### src/rtl/core/pfc_pkg.sv
// Shared constants and types for the frame check and error-rate block.
// No dependencies; used by every other file of the block.
`timescale 1ns / 1ps

package pfc_pkg;

    localparam logic [7:0]  CRC_POLY          = 8'h07;
    localparam logic [13:0] RATE_SCALE        = 14'd10000;
    localparam logic [15:0] TOTAL_LIMIT       = 16'd64000;
    localparam logic [15:0] COUNT_MAX         = 16'hFFFF;
    localparam logic [5:0]  FRAME_BYTES_RESET = 6'd18;

    localparam int DIVISOR_W  = 16;
    localparam int DIVIDEND_W = 30;
    localparam int DIV_CNT_W  = 5;

    typedef struct packed {
        logic                  start;
        logic [DIVIDEND_W-1:0] dividend;
        logic [DIVISOR_W-1:0]  divisor;
    } div_req_t;

    typedef struct packed {
        logic                  busy;
        logic                  done;
        logic [DIVIDEND_W-1:0] quotient;
    } div_stat_t;

endpackage

### src/rtl/core/pec_frame_checker_with_error_rate.sv
// Top level: frame sequencer, byte counters, output register.
// Depends on pfc_pkg, pfc_crc_unit and pfc_divider.
//
//  channel  direction  tdata / data                         tuser
//  s_*      in         [7:0] data_byte                      [0] ends_read
//  m_*      out        [0] pec_ok [8:1] crc_value           none
//                      [9] rate_updated [23:10] error_rate
//  cfg_*    in         [5:0] frame_bytes (cfg_we strobe)    -
//
// A data byte is taken on the accepting beat and then folded into the CRC in four
// steps of two bits. A check byte goes from the accepting beat to the emit state;
// one that ends a read sweep also passes the multiply, launch and serial divide
// states, or skips the divider when the total is still zero.
// rst_n clears all counters, the CRC and the state; frame_bytes returns to 18.
// A result held in the output register does not block input; only a new result
// waits in the emit state until the previous beat has been taken.
`timescale 1ns / 1ps

module pec_frame_checker_with_error_rate (
    input  logic        clk,
    input  logic        rst_n,
    input  logic        cfg_we,
    input  logic [5:0]  cfg_data,
    input  logic        s_tvalid,
    output logic        s_tready,
    input  logic [7:0]  s_tdata,   // [7:0] data_byte
    input  logic        s_tuser,   // [0] ends_read
    output logic        m_tvalid,
    input  logic        m_tready,
    output logic [23:0] m_tdata    // [0] pec_ok, [8:1] crc_value, [9] rate_updated,
                                   // [23:10] error_rate
);

    localparam logic [2:0] ST_IDLE  = 3'd0;
    localparam logic [2:0] ST_CRC   = 3'd1;
    localparam logic [2:0] ST_MUL   = 3'd2;
    localparam logic [2:0] ST_DIVGO = 3'd3;
    localparam logic [2:0] ST_DIV   = 3'd4;
    localparam logic [2:0] ST_EMIT  = 3'd5;

    localparam int DW = pfc_pkg::DIVIDEND_W;

    logic [2:0]    state_reg, state_next;
    logic [5:0]    fb_reg, fb_next;
    logic [7:0]    crc_acc_reg, crc_acc_next;
    logic [5:0]    pos_reg, pos_next;
    logic [15:0]   total_reg, total_next;
    logic [15:0]   bad_reg, bad_next;
    logic [13:0]   rate_reg, rate_next;
    logic [DW-1:0] prod_reg, prod_next;
    logic          ok_reg, ok_next;
    logic [7:0]    crc_val_reg, crc_val_next;
    logic          upd_reg, upd_next;
    logic          mvalid_reg, mvalid_next;
    logic [23:0]   mdata_reg, mdata_next;

    logic          accept;
    logic          pec_match;
    logic [16:0]   total_sum;
    logic [16:0]   bad_sum;
    logic [15:0]   total_sat;
    logic [15:0]   bad_sat;
    logic          crc_start;
    logic          crc_done;
    logic [7:0]    crc_result;
    logic [DW-1:0] quo_clamped;

    pfc_pkg::div_req_t  div_req;
    pfc_pkg::div_stat_t div_stat;

    pfc_crc_unit u_crc (
        .clk     (clk),
        .rst_n   (rst_n),
        .start   (crc_start),
        .byte_in (s_tdata),
        .crc_in  (crc_acc_reg),
        .done    (crc_done),
        .crc_out (crc_result)
    );

    pfc_divider u_div (
        .clk   (clk),
        .rst_n (rst_n),
        .req   (div_req),
        .stat  (div_stat)
    );

    assign s_tready  = (state_reg == ST_IDLE);
    assign accept    = s_tvalid && s_tready;
    assign crc_start = accept && (pos_reg < fb_reg);
    assign pec_match = (s_tdata == crc_acc_reg);

    // Both counters saturate rather than wrap.
    assign total_sum = {1'b0, total_reg} + {11'd0, fb_reg};
    assign bad_sum   = {1'b0, bad_reg} + {11'd0, fb_reg};
    assign total_sat = total_sum[16] ? pfc_pkg::COUNT_MAX : total_sum[15:0];
    assign bad_sat   = bad_sum[16] ? pfc_pkg::COUNT_MAX : bad_sum[15:0];

    assign div_req.start    = (state_reg == ST_DIVGO);
    assign div_req.dividend = prod_reg;
    assign div_req.divisor  = total_reg;

    assign quo_clamped = (div_stat.quotient > DW'(pfc_pkg::RATE_SCALE))
                         ? DW'(pfc_pkg::RATE_SCALE) : div_stat.quotient;

    always_comb
    begin
        state_next   = state_reg;
        fb_next      = cfg_we ? cfg_data : fb_reg;
        crc_acc_next = crc_acc_reg;
        pos_next     = pos_reg;
        total_next   = total_reg;
        bad_next     = bad_reg;
        rate_next    = rate_reg;
        prod_next    = prod_reg;
        ok_next      = ok_reg;
        crc_val_next = crc_val_reg;
        upd_next     = upd_reg;
        mvalid_next  = (mvalid_reg && m_tready) ? 1'b0 : mvalid_reg;
        mdata_next   = mdata_reg;

        case (state_reg)
            ST_IDLE:
            begin
                if (accept)
                begin
                    if (pos_reg < fb_reg)
                    begin
                        pos_next   = pos_reg + 6'd1;
                        state_next = ST_CRC;
                    end
                    else
                    begin
                        ok_next      = pec_match;
                        crc_val_next = crc_acc_reg;
                        upd_next     = s_tuser;
                        total_next   = total_sat;
                        if (!pec_match)
                        begin
                            bad_next = bad_sat;
                        end
                        crc_acc_next = 8'd0;
                        pos_next     = 6'd0;
                        state_next   = s_tuser ? ST_MUL : ST_EMIT;
                    end
                end
            end
            ST_CRC:
            begin
                if (crc_done)
                begin
                    crc_acc_next = crc_result;
                    state_next   = ST_IDLE;
                end
            end
            ST_MUL:
            begin
                prod_next = DW'(bad_reg) * DW'(pfc_pkg::RATE_SCALE);
                if (total_reg == 16'd0)
                begin
                    rate_next  = 14'd0;
                    state_next = ST_EMIT;
                end
                else
                begin
                    state_next = ST_DIVGO;
                end
            end
            ST_DIVGO:
            begin
                state_next = ST_DIV;
            end
            ST_DIV:
            begin
                if (div_stat.done)
                begin
                    rate_next = quo_clamped[13:0];
                    if (total_reg > pfc_pkg::TOTAL_LIMIT)
                    begin
                        total_next = 16'd1;
                        bad_next   = 16'd0;
                    end
                    state_next = ST_EMIT;
                end
            end
            ST_EMIT:
            begin
                if (!mvalid_reg || m_tready)
                begin
                    mvalid_next = 1'b1;
                    mdata_next  = {rate_reg, upd_reg, crc_val_reg, ok_reg};
                    state_next  = ST_IDLE;
                end
            end
            default:
            begin
                state_next = ST_IDLE;
            end
        endcase
    end

    always_ff @(posedge clk or negedge rst_n)
    begin
        if (!rst_n)
        begin
            state_reg   <= ST_IDLE;
            fb_reg      <= pfc_pkg::FRAME_BYTES_RESET;
            crc_acc_reg <= 8'd0;
            pos_reg     <= 6'd0;
            total_reg   <= 16'd0;
            bad_reg     <= 16'd0;
            rate_reg    <= 14'd0;
            upd_reg     <= 1'b0;
            mvalid_reg  <= 1'b0;
        end
        else
        begin
            state_reg   <= state_next;
            fb_reg      <= fb_next;
            crc_acc_reg <= crc_acc_next;
            pos_reg     <= pos_next;
            total_reg   <= total_next;
            bad_reg     <= bad_next;
            rate_reg    <= rate_next;
            upd_reg     <= upd_next;
            mvalid_reg  <= mvalid_next;
        end
    end

    always_ff @(posedge clk)
    begin
        prod_reg    <= prod_next;
        ok_reg      <= ok_next;
        crc_val_reg <= crc_val_next;
        mdata_reg   <= mdata_next;
    end

    assign m_tvalid = mvalid_reg;
    assign m_tdata  = mdata_reg;

    // The bad count can never run ahead of the total.
    a_bad_le_total: assert property (@(posedge clk) disable iff (!rst_n)
        bad_reg <= total_reg)
        else $error("bad byte count exceeds total byte count");

    // A delivered rate never exceeds the scale.
    a_rate_bound: assert property (@(posedge clk) disable iff (!rst_n)
        m_tvalid |-> (m_tdata[23:10] <= pfc_pkg::RATE_SCALE))
        else $error("error rate above scale");

    // Every accepted beat keeps the block busy for at least the next cycle.
    a_busy_after_accept: assert property (@(posedge clk) disable iff (!rst_n)
        (s_tvalid && s_tready) |=> !s_tready)
        else $error("input accepted on consecutive cycles");

    // The divider only completes while the sequencer waits for it.
    a_div_done_state: assert property (@(posedge clk) disable iff (!rst_n)
        div_stat.done |-> (state_reg == ST_DIV))
        else $error("divider finished outside the divide state");

endmodule

### src/rtl/core/pfc_crc_unit.sv
// Iterative CRC-8 unit: folds one byte into the CRC two bits per cycle.
// Depends on pfc_pkg for the polynomial.
`timescale 1ns / 1ps

module pfc_crc_unit (
    input  logic       clk,
    input  logic       rst_n,
    input  logic       start,
    input  logic [7:0] byte_in,
    input  logic [7:0] crc_in,
    output logic       done,
    output logic [7:0] crc_out
);

    logic       busy_reg, busy_next;
    logic [1:0] cnt_reg, cnt_next;
    logic [7:0] work_reg, work_next;
    logic [7:0] half;
    logic [7:0] step;

    // Two shift-and-reduce steps of the polynomial division.
    always_comb
    begin
        half = work_reg[7] ? ({work_reg[6:0], 1'b0} ^ pfc_pkg::CRC_POLY)
                           : {work_reg[6:0], 1'b0};
        step = half[7] ? ({half[6:0], 1'b0} ^ pfc_pkg::CRC_POLY)
                       : {half[6:0], 1'b0};
    end

    always_comb
    begin
        busy_next = busy_reg;
        cnt_next  = cnt_reg;
        work_next = work_reg;
        if (start)
        begin
            busy_next = 1'b1;
            cnt_next  = 2'd0;
            work_next = crc_in ^ byte_in;
        end
        else if (busy_reg)
        begin
            work_next = step;
            cnt_next  = cnt_reg + 2'd1;
            if (cnt_reg == 2'd3)
            begin
                busy_next = 1'b0;
            end
        end
    end

    always_ff @(posedge clk or negedge rst_n)
    begin
        if (!rst_n)
        begin
            busy_reg <= 1'b0;
            cnt_reg  <= 2'd0;
            work_reg <= 8'd0;
        end
        else
        begin
            busy_reg <= busy_next;
            cnt_reg  <= cnt_next;
            work_reg <= work_next;
        end
    end

    assign done    = busy_reg && (cnt_reg == 2'd3);
    assign crc_out = step;

endmodule

### src/rtl/core/pfc_divider.sv
// Restoring serial divider: one quotient bit per cycle.
// Depends on pfc_pkg for widths and the request and status structs.
`timescale 1ns / 1ps

module pfc_divider (
    input  logic               clk,
    input  logic               rst_n,
    input  pfc_pkg::div_req_t  req,
    output pfc_pkg::div_stat_t stat
);

    localparam int DW = pfc_pkg::DIVIDEND_W;
    localparam int VW = pfc_pkg::DIVISOR_W;
    localparam int CW = pfc_pkg::DIV_CNT_W;
    localparam logic [CW-1:0] LAST = CW'(DW - 1);

    logic          busy_reg, busy_next;
    logic [CW-1:0] cnt_reg, cnt_next;
    logic [VW-1:0] rem_reg, rem_next;
    logic [VW-1:0] dvs_reg, dvs_next;
    logic [DW-1:0] quo_reg, quo_next;
    logic [VW:0]   trial;
    logic [VW:0]   diff;
    logic          fits;

    // The dividend shifts out of the top of quo_reg as quotient bits enter below.
    always_comb
    begin
        trial = {rem_reg, quo_reg[DW-1]};
        diff  = trial - {1'b0, dvs_reg};
        fits  = trial >= {1'b0, dvs_reg};
    end

    always_comb
    begin
        busy_next = busy_reg;
        cnt_next  = cnt_reg;
        rem_next  = rem_reg;
        dvs_next  = dvs_reg;
        quo_next  = quo_reg;
        if (req.start)
        begin
            busy_next = 1'b1;
            cnt_next  = '0;
            rem_next  = '0;
            dvs_next  = req.divisor;
            quo_next  = req.dividend;
        end
        else if (busy_reg)
        begin
            rem_next = fits ? diff[VW-1:0] : trial[VW-1:0];
            quo_next = {quo_reg[DW-2:0], fits};
            cnt_next = cnt_reg + CW'(1);
            if (cnt_reg == LAST)
            begin
                busy_next = 1'b0;
            end
        end
    end

    always_ff @(posedge clk or negedge rst_n)
    begin
        if (!rst_n)
        begin
            busy_reg <= 1'b0;
            cnt_reg  <= '0;
            rem_reg  <= '0;
            dvs_reg  <= '0;
            quo_reg  <= '0;
        end
        else
        begin
            busy_reg <= busy_next;
            cnt_reg  <= cnt_next;
            rem_reg  <= rem_next;
            dvs_reg  <= dvs_next;
            quo_reg  <= quo_next;
        end
    end

    assign stat.busy     = busy_reg;
    assign stat.done     = busy_reg && (cnt_reg == LAST);
    assign stat.quotient = {quo_reg[DW-2:0], fits};

endmodule
### config.mk
export PLATFORM = sky130hd
export DESIGN_NAME = pec_frame_checker_with_error_rate
export DESIGN_NICKNAME = d
export VERILOG_FILES = /design/src/rtl/core/pfc_pkg.sv /design/src/rtl/core/pec_frame_checker_with_error_rate.sv /design/src/rtl/core/pfc_crc_unit.sv /design/src/rtl/core/pfc_divider.sv
export SDC_FILE = /design/constraint.sdc
export NUM_CORES = 1
export LEC_CHECK = 0
export ABC_AREA = 1
export BUFFER_PORTS_ARGS = -buffer_cell sky130_fd_sc_hd__buf_4
export CAP_MARGIN = 30
export CORE_UTILIZATION = 50
export CTS_BUF_LIST = sky130_fd_sc_hd__clkbuf_16
export CTS_CLUSTER_DIAMETER = 50
export DETAILED_ROUTE_END_ITERATION = 7
export HOLD_SLACK_MARGIN = 0.03
export PLACE_DENSITY = 0.66
export SKIP_CTS_REPAIR_TIMING = 1
export SKIP_LAST_GASP = 1
export SLEW_MARGIN = 20
export SYNTH_ARGS = -nofsm -noshare
export SYNTH_HDL_FRONTEND = slang
export SYNTH_HIERARCHICAL = 1
export SYNTH_SLANG_ARGS = --single-unit
### constraint.sdc
create_clock -name clk -period 10.9 [get_ports clk]
set_clock_uncertainty 0.15 [all_clocks]
set_input_delay 0.545 -clock clk [delete_from_list [all_inputs] [get_ports clk]]
set_output_delay 0.545 -clock clk [all_outputs]
set_load 0.03 [all_outputs]
# == Word-level counts from Yosys, hierarchy flattened ==
# Cells that the tools add are included.
# word_totals
register_bits,209
input_bits,20
out_inout_bits,26
word_cells,126
# classes
addsub,6
multipliers,1
n_lt_le_gt_ge,4
n_eq_ne,16
mux,52
bitwise,4
reduce_logical,22
# ops
operator,count
$mux 16,14
$pmux 16 s2,2
$mux 30,2
$mux 14,3
$mux 8,5
$add 16x6->17,2
$gt 30x14->1 const B,1
$pmux 14 s2,1
$mux 3,9
$mul 16x10->26 const B,1
$pmux 3 s6,1
$ge 17x16->1,1
$gt 16x16->1 const B,1
$logic_not 16->1,1
$pmux 8 s2,1
$sub 16x16->16,1
$ne 2x2->1 const B,7
$mux 5,2
$reduce_bool 2->1,5
$mux 1,9
$eq 8x8->1,1
$reduce_and 4->1,2
$xor 8x8->8,1
$add 6x1->6 const B,1
other kinds (21),31

# == Logic depth before layout (Yosys ltp) ==
# depth
depth_word,6
mapped_depth,22
ltp_nobuf,22

# == Cells and area by module ==
# The synthesis kept the hierarchy.
# by_module_without_submodules
mod,instances,cells_per_inst,area_each_um2
pec_frame_checker_with_error_rate,1,1092,9250.1
pfc_divider,1,595,4367.9
pfc_crc_unit,1,95,709.4

# == Worst setup path after synthesis ==
# Ideal clock, no wire load.
# synth_path
path_kind,reg-to-reg
start,reg bad_reg[6]
end,reg prod_reg[29] (data pin)
setup_ns,0.253
t_arrival_ns,3.853
setup_slack_ns,6.644
path_stages_with_launch,21
period_less_slack_ns,4.256
path_cell_list,dfrtp_1 inv_1 fa_1 inv_1 ha_1 inv_1 fa_1 inv_1 ha_1 inv_1 fa_1 inv_1 ha_1 a21oi_1 nor2_1 nor2_1 nor2_1 o21ai_0 nand3_1 nand2_1 nand2_1
# synth_between
elab_chain_len,1
# synth_lines
element,line,source
start: declaration,pec_frame_checker_with_error_rate.sv:48,"logic [15:0] bad_reg, bad_next;"
start signal: assignment,pec_frame_checker_with_error_rate.sv:223,bad_reg <= bad_next;
$mul 16x10->26,pec_frame_checker_with_error_rate.sv:158,prod_next = DW'(bad_reg) * DW'(pfc_pkg::RATE_SCALE);
end signal: assignment,pec_frame_checker_with_error_rate.sv:232,prod_reg <= prod_next;
end: declaration,pec_frame_checker_with_error_rate.sv:50,"logic [DW-1:0] prod_reg, prod_next;"
# Every way passes these cells.
# A chain may end at the register's enable or synchronous reset.

# == Final worst setup path ==
# layout_path
start,reg bad_reg[6]
end,reg prod_reg[26] (data pin)
# Same word-level chain as after synthesis.

==> metrics.md <==
| Metric | Value |
|---|---|
| Outcome | `finished, final reports clean` |
| Fin. Hold Viols | `0` |
| CTS Buf Count | `29` |
| Initial antenna violation count | `0` |
| Worst Max-Slew Pin Slew | `about 800 ps` |
| WL/cell | `between 10 and 15 um` |
| Die area | `29,300 um2` |
| Routed WL | `32,300 um` |
| Worst-Skew Late Latency | `~550 ps` |
| Die Width | `171 um` |
| DR vias | `11,200` |
| Initial Util | `51.1%` |
| RSZ-0062 raised after global routing | `no` |
| Hold WC Path Type | `in2reg` |
| Max cap viols | `0` |
| Nets | `1,982` |
| Setup slack after layout | `6170 ps` |
| Fin crit share | `43.4%` |
| Psw | `0.00215 W` |
| FF-to-FF path depth | `21` |
| 1st-iter DRT viols | `730` |
| Count of clock tree sinks | `between 200 and 250` |
| Drt drc | `0` |
| Final setup TNS | `0 ps` |
| Power share of the clock group | `19.8%` |
| Total GRT Usage | `22.7%` |
| Endpoints failing setup | `0` |
| Crit path time final | `around 4700 ps` |
| Required @ worst endpoint | `11,030 ps` |
| Design internal power | `0.00250 W` |
| Switching Fraction | `between 40% and 50%` |
| Routed vias/inst | `5.08` |
| Worst Path Arrival | `4860 ps` |
| Synth warnings | `6` |
| Ports | `46` |
| Synth Instances | `between 1,500 and 2,000` |
| Combinational group share of total power | `between 50% and 60%` |
| Fmax | `212 MHz` |
| Clock transition at path regs | `50 ps` |
| PD cells | `~290 nW/um2` |
| Slew HR | `45.6%` |
| Crit start category | `register` |
| Count of input and output buffers | `45` |
| Die H | `171 um` |
| Core area | `28,000 um2` |
| Number of routed nets with antenna violations | `0` |
| Peak VDD IR | `about 150 uV` |
| Vias in the first global route | `10,600` |
| TritonCTS clock tree | `yes` |
| Share of cells above drive strength 1 | `under 10%` |
| Part of the power in registers | `26.9%` |
| Mapped Avg Cell Area | `8.04 um2` |
| CP endpoint | `prod_reg[26]` |
| CP endpoint kind | `register` |
| Reg2reg start | `bad_reg[6]` |
| Antenna diodes | `0` |
| R2r setup slk | `6170 ps` |
| First-pass GRT wire length | `53,300 um` |
| GP Congestion | `0.876` |
| Crit. Startpoint | `bad_reg[6]` |
| Mapped Area | `around 14,000 um2` |
| FP Rows | `61` |
| Critical R2R Capture | `prod_reg[26]` |
| Remaining global-route overflow | `0` |
| Leak | `8.36 nW` |
| DPL Wire Length | `between 20,000 and 25,000 um` |
| H-tree depth | `1` |
| CP Class | `reg2reg` |
| Drt pass-1 iters | `5` |
| Largest register FFs | `30` |
| Final Max Tran Viols | `0` |
| Critical Path Fanout Max | `8` |
| Largest net degree at the start of global routing | `84` |
| Clk buf depth | `3` |
| CTS root buffer | `clkbuf_16` |
| Dpl ws | `6220 ps` |
| Layout area overhead | `10.2%` |
## worst min-delay path by stage
| stage | from | to | cells after the start |
|---|---|---|---|
| after floorplan | rst_n | bad_reg[0] | 0 |
| after global placement | crc_val_reg[7] | m_tdata[8] | 0 |
| after detailed placement | crc_val_reg[4] | m_tdata[5] | 0 |
| after CTS | rst_n | rate_reg[1] | 1 |
| after global routing | cfg_data[5] | fb_reg[5] | 3 |
| final | cfg_data[5] | fb_reg[5] | 3 |
## layout make-up
| cell class | count | area (um2) |
|---|---|---|
| inverter | 303 | 1140 |
| clock buffer | 29 | 726 |
| tap | 378 | 473 |
| multi-input combinational | 1212 | 7260 |
| timing repair buffer | 54 | 432 |
| fill | 2559 | 12200 |
| clock inverter | 25 | 224 |
| sequential | 209 | 5530 |
## per-stage QoR
stage	instance area, um2	hold slack, ps	power [W]	std cells	util [%]
final	15800	68.8	0.00465	2210	56.4
after floorplan	14300	99.4	0.00317	1784	-
after global routing	15800	72.7	0.00507	2210	56.4
after CTS	15700	-66.4	0.00467	2208	56.2
after detailed placement	14800	259	0.00374	2154	52.8
after global placement	14800	251	0.00367	2153	52.8
## per-layer routing
metal / global-route usage [%] / wire [um] / vias to the layer above
met5: 0 / 0 / -
met4: 6.91 / 954 / 0
met3: 2.99 / 1310 / 63
met2: 36.1 / 14400 / 216
met1: 32.3 / 15600 / 5277
li1: - / - / 5680
## worst max-delay path, cell delays in order, from the launching register on
cell	delay, ps
dfrtp_1	510
inv_1	210
fa_1	520
inv_1	40
ha_1	260
inv_1	60
fa_1	530
inv_1	40
ha_1	270
inv_1	50
fa_1	490
inv_1	40
ha_1	350
nand2_1	110
nor2_1	170
nand2_1	70
nand2_1	140
nand3_1	90
nand2_1	130
nand2_1	90
nand3_1	70
nand2_1	70
## power by group through the flow
stage | Combinational (W) | Clock [W] | Sequential, W
CTS | 0.00249 | 0.000938 | 0.00125
global route | 0.00282 | 0.000968 | 0.00128
detailed placement | 0.00247 | 0 | 0.00126
finish | 0.00248 | 0.000919 | 0.00125
floorplan | 0.00195 | 0 | 0.00122
global placement | 0.00242 | 0 | 0.00126
## placed cells by master, fill, tap and decap left out, types with 48 or more instances in the layout
cell      instances
a21oi_1          48
dfrtp_1         148
nand2_1         550
ha_1            115
buf_4            51
edfxtp_1         59
nor2_1           97
inv_1           297
nand3_1         102
o21ai_0          55
(Power assumes the default switching activity.)
